### src/pao_pkg.sv
// ----------------------------------------------------------------------------
// pao_pkg
// Shared types and codes of the page addressed display controller.
// ----------------------------------------------------------------------------
package pao_pkg;

	localparam int unsigned IDX_W       = 12;
	localparam int unsigned STORE_AW    = 11;
	localparam int unsigned CFG_IDX_W   = 1;
	localparam int unsigned CFG_W       = 8;
	localparam int unsigned QUEUE_DEPTH = 2;

	localparam logic [1:0] MODE_CMD  = 2'd0;
	localparam logic [1:0] MODE_DATA = 2'd1;
	localparam logic [1:0] MODE_READ = 2'd2;
	localparam logic [1:0] MODE_NONE = 2'd3;

	localparam logic [7:0] CMD_DISPLAY_OFF    = 8'hAE;
	localparam logic [7:0] CMD_DISPLAY_ON     = 8'hAF;
	localparam logic [7:0] CMD_NORMAL         = 8'hA6;
	localparam logic [7:0] CMD_INVERT         = 8'hA7;
	localparam logic [7:0] CMD_PAGE_FIRST     = 8'hB0;
	localparam logic [7:0] CMD_PAGE_LAST      = 8'hB7;
	localparam logic [7:0] CMD_COL_LOW_LAST   = 8'h0F;
	localparam logic [7:0] CMD_COL_HIGH_FIRST = 8'h10;
	localparam logic [7:0] CMD_COL_HIGH_LAST  = 8'h1F;

	localparam logic [CFG_IDX_W-1:0] REG_ACTIVE_COLUMNS = 1'b0;
	localparam logic [CFG_IDX_W-1:0] REG_ACTIVE_ROWS    = 1'b1;

	localparam logic [7:0] ACOLS_RESET = 8'd128;
	localparam logic [6:0] AROWS_RESET = 7'd64;

	typedef struct packed {
		logic                wr;
		logic                rd;
		logic [STORE_AW-1:0] addr;
		logic [7:0]          data;
		logic [2:0]          bit_sel;
		logic                inv;
		logic                status;
	} req_t;

	typedef struct packed {
		logic                we;
		logic                re;
		logic [STORE_AW-1:0] addr;
		logic [7:0]          wdata;
	} ram_req_t;

endpackage

### src/pao_back.sv
// ----------------------------------------------------------------------------
// pao_back
// Clears the frame store after reset, then carries out queued writes and
// pixel reads and holds the result in the output register.
// ----------------------------------------------------------------------------
module pao_back #(
	parameter int unsigned MAX_COLUMNS = 128,
	parameter int unsigned PAGE_COUNT  = 8
) (
	input  logic              clk,
	input  logic              arst_n,
	input  logic              head_valid,
	input  pao_pkg::req_t     head_req,
	output logic              pop,
	output logic              clr_busy,
	output pao_pkg::ram_req_t ram_req,
	input  logic [7:0]        ram_rdata,
	output logic              out_valid,
	input  logic              out_ready,
	output logic              status,
	output logic              pixel_lit
);
	import pao_pkg::*;

	localparam int unsigned DEPTH = MAX_COLUMNS * PAGE_COUNT;
	localparam int unsigned AW    = (DEPTH > 1) ? $clog2(DEPTH) : 1;

	logic          clr_busy_q;
	logic [AW-1:0] clr_addr_q;
	logic          vld_s1;
	req_t          req_s1;
	logic          out_valid_q;
	logic          status_q;
	logic          pixel_q;
	logic          adv;

	assign adv      = vld_s1 && (!out_valid_q || out_ready);
	assign pop      = head_valid && !clr_busy_q && (!vld_s1 || adv);
	assign clr_busy = clr_busy_q;

	always_comb begin
		if (clr_busy_q) begin
			ram_req.we    = 1'b1;
			ram_req.re    = 1'b0;
			ram_req.addr  = STORE_AW'(clr_addr_q);
			ram_req.wdata = 8'd0;
		end else begin
			ram_req.we    = pop && head_req.wr;
			ram_req.re    = pop && head_req.rd;
			ram_req.addr  = head_req.addr;
			ram_req.wdata = head_req.data;
		end
	end

	always_ff @(posedge clk) begin
		if (pop) begin
			req_s1 <= head_req;
		end
		if (adv) begin
			status_q <= req_s1.status;
			pixel_q  <= req_s1.rd && (ram_rdata[req_s1.bit_sel] ^ req_s1.inv);
		end
	end

	always_ff @(posedge clk or negedge arst_n) begin
		if (!arst_n) begin
			clr_busy_q  <= 1'b1;
			clr_addr_q  <= '0;
			vld_s1      <= 1'b0;
			out_valid_q <= 1'b0;
		end else begin
			if (clr_busy_q) begin
				clr_addr_q <= clr_addr_q + 1'b1;
				if (clr_addr_q == AW'(DEPTH - 1)) begin
					clr_busy_q <= 1'b0;
				end
			end
			if (pop) begin
				vld_s1 <= 1'b1;
			end else if (adv) begin
				vld_s1 <= 1'b0;
			end
			if (adv) begin
				out_valid_q <= 1'b1;
			end else if (out_ready) begin
				out_valid_q <= 1'b0;
			end
		end
	end

	assign out_valid = out_valid_q;
	assign status    = status_q;
	assign pixel_lit = pixel_q;

endmodule

### config.mk
export PLATFORM = sky130hd
export DESIGN_NAME = pao_back
export DESIGN_NICKNAME = d
export VERILOG_FILES = /design/src/pao_pkg.sv /design/src/pao_back.sv
export SDC_FILE = /design/constraint.sdc
export NUM_CORES = 1
export LEC_CHECK = 0
export BUFFER_PORTS_ARGS = -buffer_cell sky130_fd_sc_hd__buf_4
export CAP_MARGIN = 5
export CORE_ASPECT_RATIO = 1.1
export CORE_MARGIN = 3
export CORE_UTILIZATION = 30
export DETAILED_ROUTE_END_ITERATION = 12
export GPL_TIMING_DRIVEN = 0
export PLACE_DENSITY = 0.61
export SLEW_MARGIN = 40
export SYNTH_ARGS = -nofsm -noshare
export SYNTH_HDL_FRONTEND = slang
export SYNTH_SLANG_ARGS = --single-unit
export TNS_END_PERCENT = 50
### constraint.sdc
create_clock -name clk -period 1.4 [get_ports clk]
set_input_delay 0.07 -clock clk [delete_from_list [all_inputs] [get_ports clk]]
set_output_delay 0.07 -clock clk [all_outputs]
set_load 0.03 [all_outputs]
==> flow_summary.json <==
{
  "outcome": "finished with violations",
  "violations": "negative setup slack",
  "grt-busiest-layer": "met2",
  "ir_drop_uv": 308,
  "drtAntennaViolNets": 0,
  "timing.rr.end": "pixel_lit",
  "yosysTopAreaCell": "dfrtp_1",
  "maxCapViolCount": 0,
  "path_class": "flip-flop to output pin",
  "ff2ff_path_depth": 4,
  "cts-buffers-inserted": 3,
  "crit_start": "clr_busy",
  "ys_ff_latch": 21,
  "synth-xor-area-share": 0.0728,
  "p_per_area_nw_per_um2": 706,
  "synth_top_area_frac": 0.277,
  "fin_nets": 210,
  "setup_ws_ns": -0.193,
  "syn2layout_area_growth_pct": 75.7,
  "port_buffers": 63,
  "synthMuxAreaShare": 0.171,
  "p_sw_frac": 0.272,
  "wl_um": 2710,
  "whs_ns": 0.0418,
  "rows": 22,
  "combPwrFrac": 0.278,
  "grt_usage": 0.127,
  "cp-endpoint": "ram_req[8]",
  "power_switching_mw": 0.366,
  "yosysSeqAreaShare": 0.524,
  "drive_gt1_frac": 0.571,
  "min_path_type": "input pin to flip-flop",
  "cts_root_buf": "clkbuf_4",
  "overflow": 0,
  "ys_types": 26,
  "synth_area_leaders": "dfrtp_1, edfxtp_1, mux2_2, nor2b_1, mux2i_1",
  "clk_latency_ns": 0.30,
  "io_pins": 64,
  "synthAdderAreaFrac": 0.0116,
  "syn_area_um2": 1080,
  "ys_warn_count": 0,
  "grt_pass1_wl_um": 4410,
  "n_antenna_cell": 0,
  "start_util": 0.317,
  "use_met1": 0.161,
  "synthSimpleGateAreaFrac": 0.165,
  "htree_levels": 1,
  "place.gp.congestion": 0.760,
  "ff2ff_setup_slack_ns": -0.10,
  "r2r_start": "req_s1[2]",
  "worstPathArrival_ns": 1.52,
  "die_w_um": 63.3,
  "die_y_um": 69.0,
  "finalSetupViolCount": 23,
  "grtUsageMet3": 0.0324,
  "power.internal_mw": 0.977,
  "grt_pass1_vias": 981,
  "skew_ns": 0.00156,
  "use_met2": 0.224,
  "routedWlPerCell_um": 12.4,
  "startpoint_type": "flip-flop",
  "seqPwrFrac": 0.509,
  "synth_cells": 90,
  "dr.pass1.iters": 2,
  "dieArea_um2": 4370,
  "grt_max_degree": 14,
  "cp-end-kind": "output pin",
  "drc": 0,
  "dp_cells": 201,
  "slew_headroom": 0.824,
  "dp_hpwl_um": 2000,
  "viasPerCell": 4.29,
  "dp_worst_setup_slack_ns": -0.121,
  "cts_tree": "done",
  "worstPathMaxFanout": 5,
  "max_freq_ghz": 0.628,
  "period_share": 1.14,
  "clockPowerShare": 0.214,
  "vias": 935,
  "coreArea_um2": 3410,
  "antenna_found_initial": 0,
  "clk_path_buf_depth": 2,
  "synth_top_family_by_area": "multiplexers",
  "drt_iter0_markers": 21,
  "instances_no_fill": 218,
  "cts.sink_count": 21,
  "syn_area_per_cell_um2": 12.0,
  "slew_violations": 0,
  "syn_nets": 129,
  "clkTransAtPathRegs_ns": 0.12,
  "leakagePower_nw": 0.914,
  "hold_violations": 0,
  "required_ns": 1.33,
  "rsz0062_at_grt": "yes",
  "tightest_slew_ns": 0.263,
  "min_period_ns": 1.59,
  "synth_compound_area_frac": 0.0254
}
==> sequential cells by signal, indices dropped and copies added, names as in the netlist <==
signal and cells:
clr_addr_q 10, clr_busy 1, out_valid 1, pixel_lit 1, req_s1 6, status 1, vld_s1 1
==> critical path, cell delays in order (launching register included) <==
cell and delay, ns:
dfstp_2 0.62, buf_6 0.16, mux2_4 0.31, buf_6 0.14
==> worst min path at each step <==
stage | depth (start not counted) | slack (ns) | endpoint | from
after global routing | 3 | 0.05 | out_valid | out_ready
after CTS | 3 | 0.03 | out_valid | out_ready
after detailed placement | 1 | -0.07 | clr_addr_q[9] | arst_n
final | 3 | 0.04 | out_valid | out_ready
after global placement | 1 | -0.08 | clr_addr_q[9] | arst_n
after floorplan | 0 | -0.23 | clr_addr_q[0] | arst_n
==> power by group through the flow <==
stage | Combinational [mW] | Sequential, mW | Clock, mW
floorplan | 0.153 | 0.715 | 0
global placement | 0.333 | 0.695 | 0
detailed placement | 0.336 | 0.697 | 0
CTS | 0.377 | 0.683 | 0.296
global route | 0.396 | 0.687 | 0.327
finish | 0.373 | 0.683 | 0.287
==> repair_timing <==
item / 4_1_cts / 5_1_grt
setup buffers: 5 / 0
setup endpoints to repair: 31 / 27
gates resized for setup: 32 / 4
cloned: 1 / 0
hold buffers: 7 / 0
pin swaps: 0 / 2
hold endpoints to repair: 19 / 0
==> cell usage in the layout, fill, tap and decap left out <==
cell type | netlist | final
xor2_1 | 5 | 5
clkinv_2 | 0 | 1
ha_1 | 1 | 1
nor3_2 | 0 | 3
mux2_4 | 0 | 9
buf_6 | 1 | 16
o21ai_1 | 0 | 1
nor2b_1 | 9 | 9
dlygate4sd3_1 | 0 | 7
nand3_1 | 2 | 2
dfstp_2 | 1 | 1
nand2_2 | 0 | 1
clkbuf_8 | 0 | 1
o31a_1 | 1 | 1
nor2_1 | 2 | 1
nand4_1 | 3 | 3
xnor2_1 | 4 | 4
dfrtp_2 | 0 | 1
buf_4 | 0 | 55
a31o_2 | 1 | 1
nor3b_2 | 0 | 1
dfrtp_1 | 12 | 11
o21ai_0 | 2 | 1
clkbuf_4 | 0 | 3
and2_1 | 1 | 1
mux4_2 | 1 | 1
mux2_2 | 10 | 1
nand2_1 | 7 | 6
nand3b_1 | 1 | 1
nand2b_1 | 3 | 3
nor3_1 | 4 | 1
mux2i_1 | 5 | 5
edfxtp_1 | 8 | 8
inv_1 | 2 | 2
buf_8 | 0 | 1
nor2_4 | 0 | 1
==> synth_stat cells <==
| library cell | count |
|---|---|
| nand4_1 | 3 |
| nand2b_1 | 3 |
| nor2b_1 | 9 |
| ha_1 | 1 |
| xnor2_1 | 4 |
| mux4_2 | 1 |
| nand2_1 | 7 |
| nand3b_1 | 1 |
| edfxtp_1 | 8 |
| dfrtp_1 | 12 |
| o31a_1 | 1 |
| buf_2 | 2 |
| inv_1 | 2 |
| dfstp_2 | 1 |
| a31o_2 | 1 |
| xor2_1 | 5 |
| nor3b_1 | 1 |
| mux2i_1 | 5 |
| mux2_2 | 10 |
| nor2_1 | 2 |
| o21ai_0 | 2 |
| and2_1 | 1 |
| nand3_1 | 2 |
| nor3_1 | 4 |
| clkbuf_1 | 1 |
| buf_6 | 1 |
==> cell families (layout without fill, tap and decap cells) <==
group,after synthesis,in the layout
buffers and inverters,6,86
AND/OR/NAND/NOR,33,33
XOR/XNOR,9,9
AO/OA/AOI/OAI,4,4
flip-flops,21,21
adder cells (fa/ha/maj),1,1
multiplexers,16,16
==> cell type report <==
cell class,instances,area [um^2]
tap,48,60.1
sequential,21,568
multi-input combinational,63,547
clock buffer,3,22.5
buffer,4,51.3
fill,305,1510
inverter,2,7.51
clock inverter,1,5.00
timing repair buffer,76,641
==> stage by stage <==
step,setup TNS (ns),power (mW),cell area (um^2),utilization
after floorplan,-0.275,0.868,1100,-
after global placement,-0.280,1.03,1630,0.478
after detailed placement,-0.368,1.03,1630,0.478
after CTS,-3.51,1.36,1880,0.552
after global routing,-4.72,1.41,1900,0.557
final,-3.39,1.34,1900,0.557
==> routing by layer <==
metal | vias to the layer above | part of all wire
li1 | 474 | -
met1 | 414 | 0.45
met2 | 47 | 0.46
met3 | 0 | 0.089
met4 | 0 | 0
met5 | - | 0
Note: power is estimated with default switching activity, not from simulation.
