## src/pao_pkg.sv

```systemverilog
// ----------------------------------------------------------------------------
// pao_pkg
// Shared types and codes of the page addressed display controller.
// ----------------------------------------------------------------------------
package pao_pkg;

	localparam int unsigned IDX_W       = 12;
	localparam int unsigned STORE_AW    = 11;
	localparam int unsigned CFG_IDX_W   = 1;
	localparam int unsigned CFG_W       = 8;
	localparam int unsigned QUEUE_DEPTH = 2;

	localparam logic [1:0] MODE_CMD  = 2'd0;
	localparam logic [1:0] MODE_DATA = 2'd1;
	localparam logic [1:0] MODE_READ = 2'd2;
	localparam logic [1:0] MODE_NONE = 2'd3;

	localparam logic [7:0] CMD_DISPLAY_OFF    = 8'hAE;
	localparam logic [7:0] CMD_DISPLAY_ON     = 8'hAF;
	localparam logic [7:0] CMD_NORMAL         = 8'hA6;
	localparam logic [7:0] CMD_INVERT         = 8'hA7;
	localparam logic [7:0] CMD_PAGE_FIRST     = 8'hB0;
	localparam logic [7:0] CMD_PAGE_LAST      = 8'hB7;
	localparam logic [7:0] CMD_COL_LOW_LAST   = 8'h0F;
	localparam logic [7:0] CMD_COL_HIGH_FIRST = 8'h10;
	localparam logic [7:0] CMD_COL_HIGH_LAST  = 8'h1F;

	localparam logic [CFG_IDX_W-1:0] REG_ACTIVE_COLUMNS = 1'b0;
	localparam logic [CFG_IDX_W-1:0] REG_ACTIVE_ROWS    = 1'b1;

	localparam logic [7:0] ACOLS_RESET = 8'd128;
	localparam logic [6:0] AROWS_RESET = 7'd64;

	typedef struct packed {
		logic                wr;
		logic                rd;
		logic [STORE_AW-1:0] addr;
		logic [7:0]          data;
		logic [2:0]          bit_sel;
		logic                inv;
		logic                status;
	} req_t;

	typedef struct packed {
		logic                we;
		logic                re;
		logic [STORE_AW-1:0] addr;
		logic [7:0]          wdata;
	} ram_req_t;

endpackage

```

## src/pao_front.sv

```systemverilog
// ----------------------------------------------------------------------------
// pao_front
// Accepts requests, decodes commands, tracks the page and column pointers,
// range checks writes and pixel reads and forms frame store requests.
// ----------------------------------------------------------------------------
module pao_front #(
	parameter int unsigned MAX_COLUMNS = 128,
	parameter int unsigned PAGE_COUNT  = 8
) (
	input  logic                            clk,
	input  logic                            arst_n,
	input  logic                            cfg_we,
	input  logic [pao_pkg::CFG_IDX_W-1:0]   cfg_index,
	input  logic [pao_pkg::CFG_W-1:0]       cfg_data,
	input  logic                            accept,
	input  logic [1:0]                      mode,
	input  logic [7:0]                      value,
	input  logic [6:0]                      pixel_x,
	input  logic [5:0]                      pixel_y,
	output pao_pkg::req_t                   req
);
	import pao_pkg::*;

	localparam logic [IDX_W-1:0] STORE_BYTES = IDX_W'(MAX_COLUMNS * PAGE_COUNT);
	localparam logic [3:0]       PAGES       = 4'(PAGE_COUNT);

	logic [7:0] acols_q;
	logic [6:0] arows_q;
	logic       disp_q;
	logic       inv_q;
	logic [2:0] page_q;
	logic [7:0] col_q;

	logic             disp_nxt;
	logic             inv_nxt;
	logic [2:0]       page_nxt;
	logic [7:0]       col_nxt;
	logic [IDX_W-1:0] wr_idx;
	logic [IDX_W-1:0] wr_limit;
	logic             wr_ok;
	logic [7:0]       col_inc;
	logic [3:0]       page_inc;
	logic [2:0]       rd_page;
	logic [IDX_W-1:0] rd_idx;
	logic             rd_ok;

	always_comb begin
		wr_idx   = IDX_W'(page_q) * IDX_W'(acols_q) + IDX_W'(col_q);
		wr_limit = IDX_W'(acols_q) * IDX_W'(PAGE_COUNT);
		wr_ok    = (wr_idx < wr_limit) && (wr_idx < STORE_BYTES);
		col_inc  = col_q + 8'd1;
		page_inc = {1'b0, page_q} + 4'd1;

		rd_page = pixel_y[5:3];
		rd_idx  = IDX_W'(pixel_x) + IDX_W'(rd_page) * IDX_W'(acols_q);
		rd_ok   = ({1'b0, pixel_x} < acols_q) && ({1'b0, pixel_y} < arows_q)
			&& ({1'b0, rd_page} < PAGES) && (rd_idx < STORE_BYTES);

		disp_nxt = disp_q;
		inv_nxt  = inv_q;
		page_nxt = page_q;
		col_nxt  = col_q;

		req         = '0;
		req.data    = value;
		req.bit_sel = pixel_y[2:0];
		req.inv     = inv_q;

		unique case (mode)
			MODE_CMD: begin
				priority if (value == CMD_DISPLAY_OFF) begin
					disp_nxt = 1'b0;
				end else if (value == CMD_DISPLAY_ON) begin
					disp_nxt = 1'b1;
				end else if (value == CMD_NORMAL) begin
					inv_nxt = 1'b0;
				end else if (value == CMD_INVERT) begin
					inv_nxt = 1'b1;
				end else if (value >= CMD_PAGE_FIRST && value <= CMD_PAGE_LAST) begin
					page_nxt = value[2:0];
				end else if (value <= CMD_COL_LOW_LAST) begin
					col_nxt = {col_q[7:4], value[3:0]};
				end else if (value >= CMD_COL_HIGH_FIRST && value <= CMD_COL_HIGH_LAST) begin
					col_nxt = {value[3:0], col_q[3:0]};
				end else begin
					disp_nxt = disp_q;
				end
			end
			MODE_DATA: begin
				req.wr     = wr_ok;
				req.addr   = wr_idx[STORE_AW-1:0];
				req.status = !wr_ok;
				if (wr_ok) begin
					if (col_inc >= acols_q) begin
						col_nxt  = 8'd0;
						page_nxt = (page_inc >= PAGES) ? 3'd0 : page_inc[2:0];
					end else begin
						col_nxt = col_inc;
					end
				end
			end
			MODE_READ: begin
				req.rd     = rd_ok && disp_q;
				req.addr   = rd_idx[STORE_AW-1:0];
				req.status = !rd_ok;
			end
			MODE_NONE: begin
				req.status = 1'b0;
			end
			default: begin
				req.status = 1'b0;
			end
		endcase
	end

	always_ff @(posedge clk or negedge arst_n) begin
		if (!arst_n) begin
			acols_q <= ACOLS_RESET;
			arows_q <= AROWS_RESET;
			disp_q  <= 1'b1;
			inv_q   <= 1'b0;
			page_q  <= 3'd0;
			col_q   <= 8'd0;
		end else begin
			if (cfg_we) begin
				unique case (cfg_index)
					REG_ACTIVE_COLUMNS: acols_q <= cfg_data;
					REG_ACTIVE_ROWS:    arows_q <= cfg_data[6:0];
					default:            acols_q <= acols_q;
				endcase
			end
			if (accept) begin
				disp_q <= disp_nxt;
				inv_q  <= inv_nxt;
				page_q <= page_nxt;
				col_q  <= col_nxt;
			end
		end
	end

endmodule

```

## config.mk

```make
export PLATFORM = sky130hd
export DESIGN_NAME = pao_front
export DESIGN_NICKNAME = d
export VERILOG_FILES = /design/src/pao_pkg.sv /design/src/pao_front.sv
export SDC_FILE = /design/constraint.sdc
export NUM_CORES = 1
export LEC_CHECK = 0
export BUFFER_PORTS_ARGS = -buffer_cell sky130_fd_sc_hd__clkbuf_2
export CAP_MARGIN = 20
export CORE_ASPECT_RATIO = 1.2
export CORE_UTILIZATION = 31
export CTS_CLUSTER_DIAMETER = 40
export DETAILED_ROUTE_END_ITERATION = 12
export HOLD_SLACK_MARGIN = 0.06
export PLACE_DENSITY = 0.54
export SLEW_MARGIN = 20
export SYNTH_ARGS = -nofsm -noshare
export SYNTH_HDL_FRONTEND = slang
export SYNTH_SLANG_ARGS = --single-unit
```

## constraint.sdc

```tcl
create_clock -name clk -period 7.9 [get_ports clk]
set_input_delay 0.79 -clock clk [delete_from_list [all_inputs] [get_ports clk]]
set_output_delay 0.79 -clock clk [all_outputs]
set_load 0.05 [all_outputs]
```

==> summary.txt <==
Status
  • Result of the run: complete, no violations

Worst setup path
  • Data required, critical path: 7.11 ns
  • Ordered list of cells on the worst path: and2_1, fa_1, inv_1, fa_1, inv_1, ha_1, o21ai_0, nor4b_1, or4_1, nand3_1, ha_1, a221o_1, a311o_2, o21ai_4, o22ai_1, clkbuf_2
  • Reg2reg path depth: 16
  • CP Data Arrival Time: 5.47 ns
  • Capturing element type of the critical path: output pin
  • Startpoint type of the worst setup path: register
  • Register-to-register setup slack: 2.57 ns
  • Worst reg2reg path endpoint: col_q[6]
  • Largest incremental delay on the critical path: 0.53 ns
  • Cell with the largest stage delay on the worst path: sky130_fd_sc_hd__fa_1
  • Highest net fanout along the worst path: 11
  • Critical path type: reg -> out
  • Crit Reg-Reg Startpoint: page_q[2]

Die
  • Starting Density: 0.318
  • Core Rows: 46
  • Die Footprint: 14100 um2
  • Die width: 108 um
  • Vertical extent of the die: 130 um
  • Total core area: 13200 um2
  • Number of primary I/O pins: 62

CTS
  • Resized Gates After CTS: 0
  • Clk slew on worst S/H paths: 0.07 ns
  • Number of levels the H-tree was split into: 1
  • Clock tree from TritonCTS: yes
  • Total CTS buffers: 3
  • TritonCTS Sinks: 28
  • Clock Latency Late Sink: 0.27 ns
  • Count of hold buffers inserted by post-cts repair: 0
  • Number of buffers on the longest clock path: 2
  • Post-CTS setup buffer count: 0
  • Root buffer cell: sky130_fd_sc_hd__clkbuf_16

Synth
  • Commonest cells in the netlist: 62 x sky130_fd_sc_hd__ha_1, 62 x sky130_fd_sc_hd__inv_1, 55 x sky130_fd_sc_hd__nand2_1, 30 x sky130_fd_sc_hd__o21ai_0, 27 x sky130_fd_sc_hd__and2_1
  • Area share of and/or/nand/nor cells after synthesis: 0.188
  • Fraction of post-synthesis cell area in the top cell type by area: 0.184
  • Number of library cell types mapped by synthesis: 56
  • Synthesized area per cell: 8.46 um2
  • Number of warnings reported in the yosys synthesis log: 0
  • Share of the synthesized area in compound gates (AO/OA/AOI/OAI): 0.167
  • Post-synthesis adder-cell area fraction: 0.303
  • Mux contribution to synthesized area: 0.0540
  • Number of enable flip-flop cells after synthesis: 0
  • Cell area after synthesis: 4210 um2
  • Flop and latch count out of synthesis: 28
  • Share of synthesized area occupied by flip-flops and latches: 0.167
  • Synth area leader: sky130_fd_sc_hd__ha_1
  • Synth area leaders: sky130_fd_sc_hd__ha_1 18%, sky130_fd_sc_hd__dfrtp_1 15%, sky130_fd_sc_hd__fa_1 12%, sky130_fd_sc_hd__inv_1 5.5%, sky130_fd_sc_hd__nand2_1 4.9%
  • Share of flip-flops with an asynchronous set or reset after synthesis: 1.00
  • Combinational family with the most area after synthesis: adder cells
  • Share of the synthesized netlist area taken by xor and xnor gates: 0.0374
  • Cell count after synthesis: 498
  • Post-synthesis net count: 621
  • Most used flip-flop cell after synthesis: sky130_fd_sc_hd__dfrtp_1

Global routing
  • Remaining global-route overflow: 0
  • Met2 Usage GRT: 0.288
  • Most utilized layer in the global route result: met2
  • Met3 usage: 0.00500
  • Global-route track usage on met1: 0.216
  • Global-route usage over all layers: 0.164
  • First-pass GRT wire length: 17.9 mm
  • Initial antenna violation count: 0
  • Pin count of the biggest net entering global routing: 29
  • Via count of the first global-routing pass: 3566

Finish
  • Post-synthesis to final-layout area growth: 12.1%
  • Layout cells sized above 1: 0.171
  • Core Util, Final: 0.357
  • Count of antenna diodes in the layout: 0
  • Number of nets in the final layout: 668

Detailed routing
  • Total iterations of the first detailed-routing run: 4
  • Post-detailed-route wirelength per cell: 15.7 um
  • Initial drt markers: 140
  • DR vias: 3592
  • Vias per cell: 5.04
  • Routed Antenna Nets: 0
  • Drt total wl: 11.1 mm
  • Residual DRC: 0

STA
  • Measured slew at the worst slew-check pin: 0.857 ns
  • Portion of the clock cycle consumed by the worst path in the final layout: 0.792
  • Number of hold violations in the final report: 0
  • Final Max Slew Viols: 0
  • Setup-failing EPs final: 0
  • RSZ-0062 raised after global routing: false
  • Highest clock rate: 0.160 GHz
  • TNS Setup: 0 ns
  • Worst slew margin: 0.423
  • Final Critical Period: 6.26 ns
  • Final clock skew: 0.00301 ns

Pwr
  • Leakage: 0.00234 uW
  • Worst vdd rail ir drop: 0.154 mV
  • Power density of the placed cells: 288 nW/um2

Worst hold path
  • Hold worst-path end: arows_q[0]
  • Worst hold path stage count: 1
  • Min-Delay Startpoint: arows_q[0]
  • Classification of the worst-slack hold path: reg -> reg

Place
  • Placer's final routability congestion estimate: 0.860
  • Half-perimeter wire length after detailed placement: 9.60 mm
  • Port bufs: 61

Run
  • Maximum Capacitance Violations: 0
==> worst max-delay path: cells and delay by family, from the launching register on <==
family | cells | cell delay (ns)
buffers and inverters | 3 | 0.35
adder cells (fa/ha/maj) | 4 | 1.71
AO/OA/AOI/OAI | 5 | 1.48
flip-flops | 1 | 0.48
AND/OR/NAND/NOR | 4 | 1.16
==> placed cells by master, fill, tap and decap left out, types with 4 or more instances in the layout <==
| master | netlist | final |
|---|---|---|
| sky130_fd_sc_hd__a21oi_1 | 25 | 25 |
| sky130_fd_sc_hd__nand3_1 | 12 | 12 |
| sky130_fd_sc_hd__a22oi_1 | 9 | 9 |
| sky130_fd_sc_hd__nand2_1 | 55 | 55 |
| sky130_fd_sc_hd__dfrtp_1 | 25 | 25 |
| sky130_fd_sc_hd__o21ai_0 | 30 | 30 |
| sky130_fd_sc_hd__nor2b_1 | 8 | 8 |
| sky130_fd_sc_hd__nand2b_1 | 7 | 7 |
| sky130_fd_sc_hd__fa_1 | 25 | 25 |
| sky130_fd_sc_hd__xnor2_1 | 16 | 16 |
| sky130_fd_sc_hd__a21o_1 | 4 | 4 |
| sky130_fd_sc_hd__mux2i_1 | 4 | 4 |
| sky130_fd_sc_hd__mux2_4 | 5 | 5 |
| sky130_fd_sc_hd__mux2_2 | 10 | 10 |
| sky130_fd_sc_hd__o22ai_1 | 4 | 4 |
| sky130_fd_sc_hd__inv_1 | 62 | 62 |
| sky130_fd_sc_hd__nor2_1 | 26 | 26 |
| sky130_fd_sc_hd__and2_1 | 27 | 27 |
| sky130_fd_sc_hd__a211oi_1 | 4 | 4 |
| sky130_fd_sc_hd__ha_1 | 62 | 62 |
| sky130_fd_sc_hd__nor3_1 | 4 | 4 |
| sky130_fd_sc_hd__clkbuf_2 | 0 | 61 |
==> registers in the layout, summed over array words and instances (netlist names) <==
register	count
arows_q	7
inv_q	1
disp_q	1
acols_q	8
col_q	8
page_q	3
==> final cells by class <==
class                           instances  area, um2
Timing Repair Buffer                   62        313
Clock inverter                          1       30.0
Fill cell                            1399       8520
Sequential cell                        28        704
Multi-Input combinational cell        388       3160
Inverter                               62        233
Clock buffer                            3       75.1
Tap cell                              168        210
==> kinds of logic (layout without fill, tap and decap cells) <==
kind of cell | after synthesis | after routing
multiplexers | 19 | 19
AO/OA/AOI/OAI | 106 | 106
flip-flops | 28 | 28
buffers and inverters | 82 | 128
XOR/XNOR | 18 | 18
AND/OR/NAND/NOR | 158 | 158
adder cells (fa/ha/maj) | 87 | 87
==> stage by stage <==
stage	total power (uW)	cell area (um2)	hold WS (ns)	worst slack, ns	cells
4_1_cts	1370	4720	0.516	1.68	712
3_3_place_gp	1180	4620	0.489	2.12	708
5_1_grt	1490	4720	0.526	1.41	712
3_5_place_dp	1200	4620	0.499	2.00	708
2_1_floorplan	951	4210	0.471	1.87	498
6_report	1360	4720	0.508	1.64	712
==> power by group <==
part / internal (uW) / switching, uW / total (uW)
sequential: 176 / 54.4 / 230
clock: 101 / 53.8 / 155
combinational: 389 / 585 / 974
==> how the worst max path moves through the flow <==
| stage | startpoint | end | slack (ns) | cells past startpoint |
|---|---|---|---|---|
| floorplan | page_q[2] | req[25] | 1.87 | 15 |
| global placement | page_q[2] | req[0] | 2.12 | 16 |
| detailed placement | acols_q[0] | req[0] | 2.00 | 15 |
| CTS | acols_q[0] | req[0] | 1.68 | 15 |
| global route | acols_q[0] | req[0] | 1.41 | 15 |
| finish | page_q[2] | req[0] | 1.64 | 16 |
==> layer usage <==
layer	part of all wire	up-vias
met2	0.48	97
li1	-	1798
met4	0.022	0
met3	0.040	11
met1	0.46	1686
met5	0	-
No activity file was read; power rests on OpenSTA's default activity.
