===== src/pao_pkg.sv =====
// ----------------------------------------------------------------------------
// pao_pkg
// Shared types and codes of the page addressed display controller.
// ----------------------------------------------------------------------------
package pao_pkg;

	localparam int unsigned IDX_W       = 12;
	localparam int unsigned STORE_AW    = 11;
	localparam int unsigned CFG_IDX_W   = 1;
	localparam int unsigned CFG_W       = 8;
	localparam int unsigned QUEUE_DEPTH = 2;

	localparam logic [1:0] MODE_CMD  = 2'd0;
	localparam logic [1:0] MODE_DATA = 2'd1;
	localparam logic [1:0] MODE_READ = 2'd2;
	localparam logic [1:0] MODE_NONE = 2'd3;

	localparam logic [7:0] CMD_DISPLAY_OFF    = 8'hAE;
	localparam logic [7:0] CMD_DISPLAY_ON     = 8'hAF;
	localparam logic [7:0] CMD_NORMAL         = 8'hA6;
	localparam logic [7:0] CMD_INVERT         = 8'hA7;
	localparam logic [7:0] CMD_PAGE_FIRST     = 8'hB0;
	localparam logic [7:0] CMD_PAGE_LAST      = 8'hB7;
	localparam logic [7:0] CMD_COL_LOW_LAST   = 8'h0F;
	localparam logic [7:0] CMD_COL_HIGH_FIRST = 8'h10;
	localparam logic [7:0] CMD_COL_HIGH_LAST  = 8'h1F;

	localparam logic [CFG_IDX_W-1:0] REG_ACTIVE_COLUMNS = 1'b0;
	localparam logic [CFG_IDX_W-1:0] REG_ACTIVE_ROWS    = 1'b1;

	localparam logic [7:0] ACOLS_RESET = 8'd128;
	localparam logic [6:0] AROWS_RESET = 7'd64;

	typedef struct packed {
		logic                wr;
		logic                rd;
		logic [STORE_AW-1:0] addr;
		logic [7:0]          data;
		logic [2:0]          bit_sel;
		logic                inv;
		logic                status;
	} req_t;

	typedef struct packed {
		logic                we;
		logic                re;
		logic [STORE_AW-1:0] addr;
		logic [7:0]          wdata;
	} ram_req_t;

endpackage


===== src/pao_queue.sv =====
// ----------------------------------------------------------------------------
// pao_queue
// Short request queue between the decode front and the frame store back.
// ----------------------------------------------------------------------------
module pao_queue (
	input  logic           clk,
	input  logic           arst_n,
	input  logic           push,
	input  pao_pkg::req_t  push_req,
	output logic           full,
	input  logic           pop,
	output logic           head_valid,
	output pao_pkg::req_t  head_req
);
	import pao_pkg::*;

	localparam int unsigned PTR_W = (QUEUE_DEPTH > 1) ? $clog2(QUEUE_DEPTH) : 1;
	localparam int unsigned CNT_W = $clog2(QUEUE_DEPTH + 1);

	req_t             entry_q [QUEUE_DEPTH];
	logic [PTR_W-1:0] wr_ptr_q;
	logic [PTR_W-1:0] rd_ptr_q;
	logic [CNT_W-1:0] count_q;

	assign full       = (count_q == CNT_W'(QUEUE_DEPTH));
	assign head_valid = (count_q != '0);
	assign head_req   = entry_q[rd_ptr_q];

	always_ff @(posedge clk) begin
		if (push) begin
			entry_q[wr_ptr_q] <= push_req;
		end
	end

	always_ff @(posedge clk or negedge arst_n) begin
		if (!arst_n) begin
			wr_ptr_q <= '0;
			rd_ptr_q <= '0;
			count_q  <= '0;
		end else begin
			if (push) begin
				wr_ptr_q <= (wr_ptr_q == PTR_W'(QUEUE_DEPTH - 1)) ? '0 : wr_ptr_q + 1'b1;
			end
			if (pop) begin
				rd_ptr_q <= (rd_ptr_q == PTR_W'(QUEUE_DEPTH - 1)) ? '0 : rd_ptr_q + 1'b1;
			end
			unique case ({push, pop})
				2'b10:   count_q <= count_q + 1'b1;
				2'b01:   count_q <= count_q - 1'b1;
				default: count_q <= count_q;
			endcase
		end
	end

endmodule


===== config.mk =====
export PLATFORM = sky130hd
export DESIGN_NAME = pao_queue
export DESIGN_NICKNAME = d
export VERILOG_FILES = /design/src/pao_pkg.sv /design/src/pao_queue.sv
export SDC_FILE = /design/constraint.sdc
export NUM_CORES = 1
export LEC_CHECK = 0
export ABC_AREA = 0
export ABC_CLOCK_PERIOD_IN_PS = 4510
export BUFFER_PORTS_ARGS = -buffer_cell sky130_fd_sc_hd__buf_4
export CAP_MARGIN = 5
export CORE_UTILIZATION = 50
export DETAILED_ROUTE_END_ITERATION = 10
export GPL_ROUTABILITY_DRIVEN = 0
export PLACE_DENSITY = 0.76
export SYNTH_ARGS = -nofsm -noshare
export SYNTH_HDL_FRONTEND = slang
export SYNTH_SLANG_ARGS = --single-unit
export TNS_END_PERCENT = 5

===== constraint.sdc =====
create_clock -name clk -period 4.51 [get_ports clk]
set_input_delay 0.2255 -clock clk [delete_from_list [all_inputs] [get_ports clk]]
set_output_delay 0.2255 -clock clk [all_outputs]
set_load 0.05 [all_outputs]

==> results of run 1 <==
[flip-flops by register name, indices dropped and copies added (netlist names)]
| register | count |
|---|---|
| entry_q | 52 |
| rd_ptr_q | 1 |
| count_q | 2 |
| wr_ptr_q | 1 |
[placed cells by master, fill, tap and decap left out]
| cell type | count |
|---|---|
| buf_4 | 59 |
| edfxtp_1 | 52 |
| mux2_4 | 19 |
| mux2_2 | 7 |
| clkbuf_8 | 5 |
| dfrtp_1 | 4 |
| xor2_1 | 3 |
| xnor2_1 | 2 |
| or2_2 | 1 |
| inv_1 | 1 |
| and2_1 | 1 |
| nor2b_1 | 1 |
| nor2_2 | 1 |
| nor2_1 | 1 |
| ha_1 | 1 |
| bufinv_16 | 1 |
| clkbuf_1 | 1 |
| clkinv_2 | 1 |
| dlygate4sd3_1 | 1 |
[kinds of logic after synthesis]
kind of cell	Yosys count	share of synthesized area
DFF	56	0.7681
adders and majority gates	1	0.005783
xor gates and xnor gates	5	0.02025
and+or+nand+nor	5	0.01215
buffers and inverters	4	0.02545
muxes	26	0.1683
[layout make-up]
| cell class | instances | area (um2) | share of cell area |
|---|---|---|---|
| clock buffer | 6 | 72.57 | 0.02651 |
| clock inverter | 2 | 35.03 | 0.01280 |
| sequential | 56 | 1662 | 0.6069 |
| inverter | 1 | 3.754 | 0.001371 |
| tap | 50 | 62.56 | 0.02285 |
| timing repair buffer | 60 | 452.9 | 0.1654 |
| multi-input combinational | 37 | 449.2 | 0.1641 |
[through the flow]
| step | setup slack (ns) | hold slack [ns] |
|---|---|---|
| floorplan | 2.590 | -0.07009 |
| global placement | 2.747 | 0.02497 |
| detailed placement | 2.726 | 0.02607 |
| CTS | 2.392 | 0.09928 |
| global route | 2.340 | 0.09258 |
| finish | 2.420 | 0.1079 |
[path summary, 6_finish.rpt]
path                               from              to  slack (ns)  cells after the start
min reg2reg                  count_q[1]      count_q[1]        0.50                      1
max                            rd_ptr_q    head_req[12]        2.42                      3
min in group asynchronous        arst_n        rd_ptr_q        0.25                      2
max reg2reg                    wr_ptr_q  entry_q[1][14]        2.78                      1
max in group asynchronous        arst_n      count_q[0]        4.16                      2
min                        push_req[19]  entry_q[0][19]        0.11                      1
[metal layers]
layer | vias to the layer above | share of wire
met2 | 42 | 0.49
li1 | 493 | -
met1 | 512 | 0.41
met5 | - | 0
met3 | 5 | 0.082
met4 | 0 | 0.014
[power by group]
part / leakage [nW] / switching (W) / internal, W
registers: 0.535 / 0.0000501 / 0.000694
logic: 0.513 / 0.000561 / 0.000329
clock network: 0.0552 / 0.000140 / 0.000165
total: 1.10 / 0.000751 / 0.00119
==> out/metrics.csv, run 1 <==
metric,value,unit
dp_hpwl,2.149,mm
stdcell_count,212,
crit_top_cell,buf_4,
cp_slowest_cell,dfrtp_1,
die-width,67.78,um
period_share,0.4634,
drtIter0Drc,66,
synth_top_area_frac,0.7218,
skew,0.004896,ns
drive_gt1_frac,0.5802,
post_cts_buffers,0,
setup_viol,0,
peakVddDrop,0.5101,mV
syn_to_final_growth,26.55,%
vias_per_cell,4.962,
dpl-instance-area,2620,um2
yosysMostFrequentCell,edfxtp_1,
endpoint_kind,primary output,
p_per_area,708.1,nW/um2
report.final.slew_viol_count,0,
num_vias,1052,
drt-total-wl,3.067,mm
synth.net_count,128,
grt_use_met2,0.2463,
synthCells,97,
wl_per_cell,14.47,um
cts_tree,done,
path_clk_slew,0.09,ns
synth_warnings,0,
utilization,0.6699,
initial_utilization,0.5294,
ys_types,14,
power,0.001938,W
status,completed,
nFillCells,284,
leakagePower,1.103,nW
synthArstFlopShare,0.07143,
grt_max_degree,27,
cts.sinks,56,
antenna_found_initial,0,
synthFlopType,edfxtp_1,
grt_use_met1,0.1720,
critical_path_class,flip-flop to primary output,
maxCapViolCount,0,
synth_edf_count,52,
clock-root-buffer,clkbuf_8,
synth_area_per_cell,22.30,um2
gr-usage-all-layers,0.1440,
design_area,2738,um2
clockBufferDepth,2,
max_stage_delay,0.59,ns
hold_viol,0,
antenna_left,0,
yosysSeqAreaShare,0.7681,
pin_count,58,
fmax,0.4785,GHz
met3_usage,0.04054,
period_needed,2.090,ns
io_buffers,57,
firstDrtPassIters,4,
gr-total-overflow,0,
grt_pass1_vias,1034,
synthTopCellsByCount,"edfxtp_1, mux2_4, mux2_2, dfrtp_1, xor2_1",
critPathTopFamily,buffers and inverters,
rsz0062_at_grt,no,
slew_headroom,0.2074,
startpoint_type,flip-flop,
grt.busiest_layer,met2,
htree_levels,2,
crit_arrival,1.86,ns
cp_max_fo,20,
dieHeight,67.78,um
num_antenna_cells,0,
numCtsBuffers,5,
grt_pass1_wl,4.560,mm
worstHoldPathType,input port to flip-flop,
die_area,4593,um2
synth_area,2163,um2
dp.cells,203,
fp-row-count,23,
drc_errors,0,
clk_latency,0.30,ns
synth.largest_area_cell,edfxtp_1,
coreArea,4086,um2
ctsHoldBuffers,1,
crit_chain,buf_4 > mux2_2 > buf_4,
yosys-top-cells-area,"edfxtp_1, mux2_4, dfrtp_1",
worst_pin_slew,1.189,ns
cp_num_buf_inv,2,
fin_setup_tns,0,ns
ys_ff_latch,56,
nets,192,
post_cts_resized,0,
critPathRequiredTime,4.28,ns
No activity file was read; power rests on OpenSTA's default activity.
==> run 2: changes to the inputs <==
--- a/config.mk
+++ b/config.mk
@@ -5,8 +5,8 @@
 export SDC_FILE = /design/constraint.sdc
 export NUM_CORES = 1
 export LEC_CHECK = 0
-export ABC_AREA = 0
-export ABC_CLOCK_PERIOD_IN_PS = 4510
+export ABC_AREA = 1
+export ABC_CLOCK_PERIOD_IN_PS = 2070
 export BUFFER_PORTS_ARGS = -buffer_cell sky130_fd_sc_hd__buf_4
 export CAP_MARGIN = 5
 export CORE_UTILIZATION = 50
==> constraint.sdc (replaced) <==
create_clock -name clk -period 2.07 [get_ports clk]
set_input_delay 0.1035 -clock clk [delete_from_list [all_inputs] [get_ports clk]]
set_output_delay 0.1035 -clock clk [all_outputs]
set_load 0.05 [all_outputs]
==> run 2 against run 1 <==
Net effect: first-iteration DRC count shrank 7.6%; clock power grew 86%; clock skew grew 0.0014 ns; combinational power grew to 2.5 times the previous value; final cell count grew 44%; global-route usage grew 2.1 points; non-clock buffer count grew 31.
==> out/metrics.csv, run 2 <==
metric,value,unit,change
hold_viol,0,,unchanged
synth.area.mux_share,0,,was 0.1683
holdWs,0.1278,ns,was 0.1079 ns
syn_to_final_growth,38.03,%,was 26.55%
pwr-share-clk,0.126,,was 0.157
drive_gt1_frac,0.3715,,was 0.5802
worstHoldPathType,input port to asynchronous set/reset pin,,was input port to flip-flop
reg2reg_to,entry_q[1][9],,was entry_q[1][14]
report.final.slew_viol_count,0,,unchanged
top_regs,"entry_q (52), count_q (2)",,unchanged
skew,0.006344,ns,was 0.004896 ns
synth_edf_count,52,,unchanged
design_area,3102,um2,was 2738 um2
synth.largest_area_cell,edfxtp_1,,unchanged
wl_per_cell,11.31,um,was 14.47 um
drtIter0Drc,61,,was 66
rsz0062_at_grt,no,,unchanged
r2r_cells,3,,was 1
synthFlopType,edfxtp_1,,unchanged
cts.sinks,56,,unchanged
dp_hpwl,2.289,mm,was 2.149 mm
r2r_slack,0.86,ns,was 2.78 ns
clk_latency,0.31,ns,was 0.30 ns
endpoint_kind,primary output,,unchanged
antenna_left,0,,unchanged
path_clk_slew,0.08,ns,was 0.09 ns
endpoint,head_req[6],,was head_req[12]
yosysSeqAreaShare,0.7394,,was 0.7681
synth_area_per_cell,14.04,um2,was 22.30 um2
num_vias,1411,,was 1052
initial_utilization,0.5197,,was 0.5294
swShare,0.4536,,was 0.3872
fin_setup_tns,0,ns,unchanged
synth_top_area_frac,0.6949,,was 0.7218
post_cts_buffers,0,,unchanged
period_share,0.8417,,
seqPwrFrac,0.371,,was 0.384
gr-usage-all-layers,0.1653,,was 0.1440
cts_tree,done,,unchanged
startpoint_type,flip-flop,,unchanged
status,completed,,unchanged
synth_compound_area_frac,0.09633,,was 0
crit_start,rd_ptr_q,,unchanged
drc_errors,0,,unchanged
p_comb_frac,0.503,,was 0.459
slew_headroom,0.6715,,was 0.2074
post_cts_resized,0,,unchanged
ctsHoldBuffers,29,,was 1
dp.cells,268,,was 203
fp-row-count,24,,was 23
reg2reg_from,wr_ptr_q,,unchanged
critPathRequiredTime,1.97,ns,was 4.28 ns
die-width,69.04,um,was 67.78 um
htree_levels,2,,unchanged
num_antenna_cells,0,,unchanged
die_area,4767,um2,was 4593 um2
synthAdderAreaFrac,0.005568,,was 0.005784
largest_reg_flops,52,,unchanged
crit_chain,buf_12 > nand2_1 > o21ai_1 > buf_4,,was buf_4 > mux2_2 > buf_4
leakagePower,1.338,nW,was 1.103 nW
crit_arrival,1.64,ns,was 1.86 ns
synth_area,2247,um2,was 2163 um2
critical_path_class,flip-flop to primary output,,unchanged
yosys.area_share.simple,0.06180,,was 0.01215
max_stage_delay,0.69,ns,was 0.59 ns
final_common_cell,buf_4,,unchanged
multi_input_area,396.6,um2,was 449.2 um2
gr-total-overflow,0,,unchanged
mostFrequentLayoutCells,"buf_4, edfxtp_1, inv_1, nand2_1, dlygate4sd3_1",,"was buf_4, edfxtp_1, mux2_4, mux2_2, clkbuf_8"
nets,283,,was 192
netSwitchingPower,0.002026,W,was 0.0007506 W
top_register,entry_q,,unchanged
setup_viol,0,,unchanged
clockBufferDepth,2,,unchanged
firstDrtPassIters,4,,unchanged
p_per_area,1440,nW/um2,was 708.1 nW/um2
ys_types,15,,was 14
nFillCells,298,,was 284
synthCells,160,,was 97
period_needed,1.742,ns,
peakVddDrop,0.8918,mV,was 0.5101 mV
synthXorXnorAreaFrac,0.01169,,was 0.02024
synth_warnings,0,,unchanged
yosysMostFrequentCell,edfxtp_1,,unchanged
dieHeight,69.04,um,was 67.78 um
yosys-top-cells-area,"edfxtp_1, o21ai_2, inv_1",,"was edfxtp_1, mux2_4, dfrtp_1"
synth.net_count,191,,was 128
power.internal,0.002440,W,was 0.001188 W
fmax,0.5740,GHz,
worst_pin_slew,0.4928,ns,was 1.189 ns
dpl-instance-area,2723,um2,was 2620 um2
ys_ff_latch,56,,unchanged
drt-total-wl,3.449,mm,was 3.067 mm
cp_max_fo,32,,was 20
synthTopCellsByCount,"edfxtp_1, inv_1, nand2_1, o21ai_2, buf_6",,"was edfxtp_1, mux2_4, mux2_2, dfrtp_1, xor2_1"
coreArea,4324,um2,was 4086 um2
numCtsBuffers,5,,unchanged
antenna_found_initial,0,,unchanged
clock-root-buffer,clkbuf_8,,unchanged
regArea,1663,um2,was 1662 um2
synth_top_family_by_area,compound AO/OA/AOI/OAI gates,,was multiplexers
pin_count,58,,unchanged
vias_per_cell,4.626,,was 4.962
synthArstFlopShare,0.07143,,unchanged
grt_pass1_wl,5.878,mm,was 4.560 mm
maxCapViolCount,0,,unchanged
cp_slowest_cell,dfrtp_2,,was dfrtp_1
grt_pass1_vias,1325,,was 1034
io_buffers,57,,unchanged
grt_max_degree,33,,was 27
utilization,0.7173,,was 0.6699
stdcell_count,305,,was 212
[run 2: changes by cell type after synthesis, moves of 2 or more]
cell     before  now
buf_12        2    0
buf_6         1    5
inv_1         1   32
mux2_2        7    0
mux2_4       19    0
nand2_1       0   32
o21ai_0       0    2
o21ai_2       0   23
[run 2: area by class of cell]
type	instances	share of cell area
Sequential cell	56	0.5361
Clock buffer	6	0.02340
Clock inverter	2	0.005244
Multi-Input combinational cell	66	0.1279
Timing Repair Buffer	91	0.2477
Inverter	32	0.03873
Tap cell	52	0.02098
[run 2: power groups by stage]
stage | clock, W | combinational [W] | sequential, W
final | 0.000564 | 0.00225 | 0.00166
after global placement | 0 | 0.00219 | 0.00168
after CTS | 0.000588 | 0.00226 | 0.00166
after detailed placement | 0 | 0.00221 | 0.00169
after floorplan | 0 | 0.00176 | 0.00159
after global routing | 0.000634 | 0.00237 | 0.00169
[run 2: worst min path at each step]
stage,startpoint,end,slack (ns)
2_1_floorplan,arst_n,count_q[0],-0.19
3_3_place_gp,arst_n,count_q[1],-0.09
3_5_place_dp,arst_n,count_q[1],-0.09
4_1_cts,arst_n,count_q[1],0.12
5_1_grt,arst_n,count_q[1],0.11
6_report,arst_n,count_q[1],0.13
[run 2: through the flow]
step	worst slack [ns]	power, W
final	0.3278	0.004466
after global routing	0.2065	0.004697
after CTS	0.2977	0.004505
after detailed placement	0.6336	0.003899
after global placement	0.6532	0.003869
after floorplan	0.1438	0.003356
[run 2: cell families after synthesis]
logic type / after synthesis
DFF: 56
AOI/OAI and AO/OA: 26
xor gates and xnor gates: 3
adders and majority gates: 1
buffers and inverters: 38
and+or+nand+nor: 36
[run 2: worst max-delay path, delay by kind of cell, from the launching register on]
kind                   cells  cell delay [ns]
flip-flops                 1             0.69
buffers and inverters      2             0.48
AO/OA/AOI/OAI              1             0.09
AND/OR/NAND/NOR            1             0.07
[run 2: routing by layer]
metal	track usage	share of wire	vias to the layer above
li1	-	-	720
met2	0.2794	0.53	37
met3	0.05263	0.051	5
met1	0.1918	0.40	649
met5	0	0	-
met4	0.07483	0.019	0
==> run 3: changes to the inputs <==
--- a/config.mk
+++ b/config.mk
@@ -6,7 +6,7 @@
 export NUM_CORES = 1
 export LEC_CHECK = 0
 export ABC_AREA = 1
-export ABC_CLOCK_PERIOD_IN_PS = 2070
+export ABC_CLOCK_PERIOD_IN_PS = 1800
 export BUFFER_PORTS_ARGS = -buffer_cell sky130_fd_sc_hd__buf_4
 export CAP_MARGIN = 5
 export CORE_UTILIZATION = 50
==> constraint.sdc (replaced) <==
create_clock -name clk -period 1.8 [get_ports clk]
set_input_delay 0.09 -clock clk [delete_from_list [all_inputs] [get_ports clk]]
set_output_delay 0.09 -clock clk [all_outputs]
set_load 0.05 [all_outputs]
==> run 3 against run 2 <==
Net effect: critical path depth is the same; clock power grew 37%; combinational power grew 18%; non-clock buffer count grew 1; design area grew 0.85%; count of clock-buffer cells in the layout is the same; setup slack lost 0.14 ns; utilization grew 0.61 points; sequential power grew 13%; critical path type unchanged; critical endpoint is now head_req[16].
==> out/metrics.csv, run 3 (synthesis results as in run 2) <==
metric,value,unit,change
grt_pass1_wl,6.216,mm,was 5.878 mm
fin_setup_tns,0,ns,unchanged
drtIter0Drc,70,,was 61
wl_met1,1.546,mm,was 1.379 mm
coreArea,4324,um2,unchanged
reg2reg_from,wr_ptr_q,,unchanged
crit_start,rd_ptr_q,,unchanged
design_area,3128,um2,was 3102 um2
drc_errors,0,,unchanged
post_cts_buffers,0,,unchanged
mostFrequentLayoutCells,"buf_4, edfxtp_1, inv_1, nand2_1, dlygate4sd3_1",,unchanged
worst_pin_slew,0.2961,ns,was 0.4928 ns
reg2reg_to,entry_q[1][21],,was entry_q[1][9]
dr_wl_met3,180,um,was 175 um
startpoint_type,flip-flop,,unchanged
leakagePower,1.356,nW,was 1.338 nW
path_clk_slew,0.09,ns,was 0.08 ns
final_common_cell,buf_4,,unchanged
dp_hpwl,2.387,mm,was 2.289 mm
nets,284,,was 283
drt-total-wl,3.639,mm,was 3.449 mm
num_vias,1375,,was 1411
htree_levels,2,,unchanged
grt_max_degree,27,,was 33
critPathRequiredTime,1.71,ns,was 1.97 ns
status,completed,,unchanged
utilization,0.7234,,was 0.7173
io_buffers,57,,unchanged
initial_utilization,0.5197,,unchanged
syn_to_final_growth,39.20,%,was 38.03%
post_cts_resized,0,,unchanged
die_area,4767,um2,unchanged
p_per_area,1689,nW/um2,was 1440 nW/um2
critical_path_class,flip-flop to primary output,,unchanged
firstDrtPassIters,4,,unchanged
endpoint_kind,primary output,,unchanged
cts_tree,done,,unchanged
num_antenna_cells,0,,unchanged
cp_max_fo,15,,was 32
maxCapViolCount,0,,unchanged
grt_pass1_vias,1362,,was 1325
clock-root-buffer,clkbuf_8,,unchanged
highest_layer,met4,,unchanged
hold_viol,0,,unchanged
vias_per_cell,4.493,,was 4.626
antenna_left,0,,unchanged
numCtsBuffers,5,,unchanged
fin_ws,0.1879,ns,was 0.3278 ns
peakVddDrop,1.214,mV,was 0.8918 mV
nFillCells,291,,was 298
fmax,0.6203,GHz,
largest_reg_flops,52,,unchanged
r2r_cells,3,,unchanged
dieHeight,69.04,um,unchanged
met2_length,1.859,mm,was 1.829 mm
period_needed,1.612,ns,
gr-total-overflow,0,,unchanged
crit_arrival,1.52,ns,was 1.64 ns
drive_gt1_frac,0.3740,,was 0.3715
clk_latency,0.30,ns,was 0.31 ns
pin_count,58,,unchanged
skew,0.004747,ns,was 0.006344 ns
top_regs,"entry_q (52), count_q (2)",,unchanged
dpl-instance-area,2730,um2,was 2723 um2
top_register,entry_q,,unchanged
detailedPlace.worstSlack,0.5066,ns,was 0.6336 ns
die-width,69.04,um,unchanged
wl_per_cell,11.89,um,was 11.31 um
gr-usage-all-layers,0.1716,,was 0.1653
antenna_found_initial,0,,unchanged
fp-row-count,24,,unchanged
rsz0062_at_grt,no,,unchanged
period_share,0.8956,,
worstHoldPathType,input port to asynchronous set/reset pin,,unchanged
report.final.slew_viol_count,0,,unchanged
holdWs,0.1239,ns,was 0.1278 ns
slew_headroom,0.8026,,was 0.6715
cts.sinks,56,,unchanged
setup_viol,0,,unchanged
clockBufferDepth,2,,unchanged
r2r_slack,0.70,ns,was 0.86 ns
ctsHoldBuffers,29,,unchanged
-- run 3: worst max-delay path by stage --
stage	slack (ns)	endpoint
CTS	0.17	head_req[16]
global placement	0.55	head_req[18]
finish	0.19	head_req[16]
global route	0.09	head_req[13]
floorplan	0.11	head_req[10]
detailed placement	0.51	head_req[16]
-- run 3: power breakdown --
group          internal [W]  leakage, nW  total, W  switching (W)
Clock              0.000413       0.0552  0.000771       0.000359
Sequential          0.00174        0.534   0.00187       0.000131
Combinational      0.000811        0.767   0.00265        0.00184
Total               0.00296         1.36   0.00528        0.00233
-- run 3: layer usage --
layer  vias up  GRT usage
met4         0    0.05442
met5         -          0
met2        39     0.2869
met3         6    0.05409
met1       607     0.2128
li1        723          -
-- run 3: stage by stage --
step | power [W] | std cells
floorplan | 0.003861 | 160
global placement | 0.004484 | 269
detailed placement | 0.004516 | 269
CTS | 0.005329 | 306
global route | 0.005543 | 306
finish | 0.005284 | 306
-- run 3: layout make-up --
type	instances	area, um2	share of cell area
Clock buffer	6	72.57	0.02320
Multi-Input combinational cell	66	396.6	0.1268
Sequential cell	56	1663	0.5316
Tap cell	52	65.06	0.02080
Inverter	32	120.1	0.03840
Clock inverter	2	35.03	0.01120
Timing Repair Buffer	92	775.7	0.2480
-- run 3: critical path: stages, from the launching register on --
cell and delay, ns:
dfrtp_2 0.55, buf_4 0.29, nand2_1 0.10, o21ai_2 0.07
buf_4 0.21
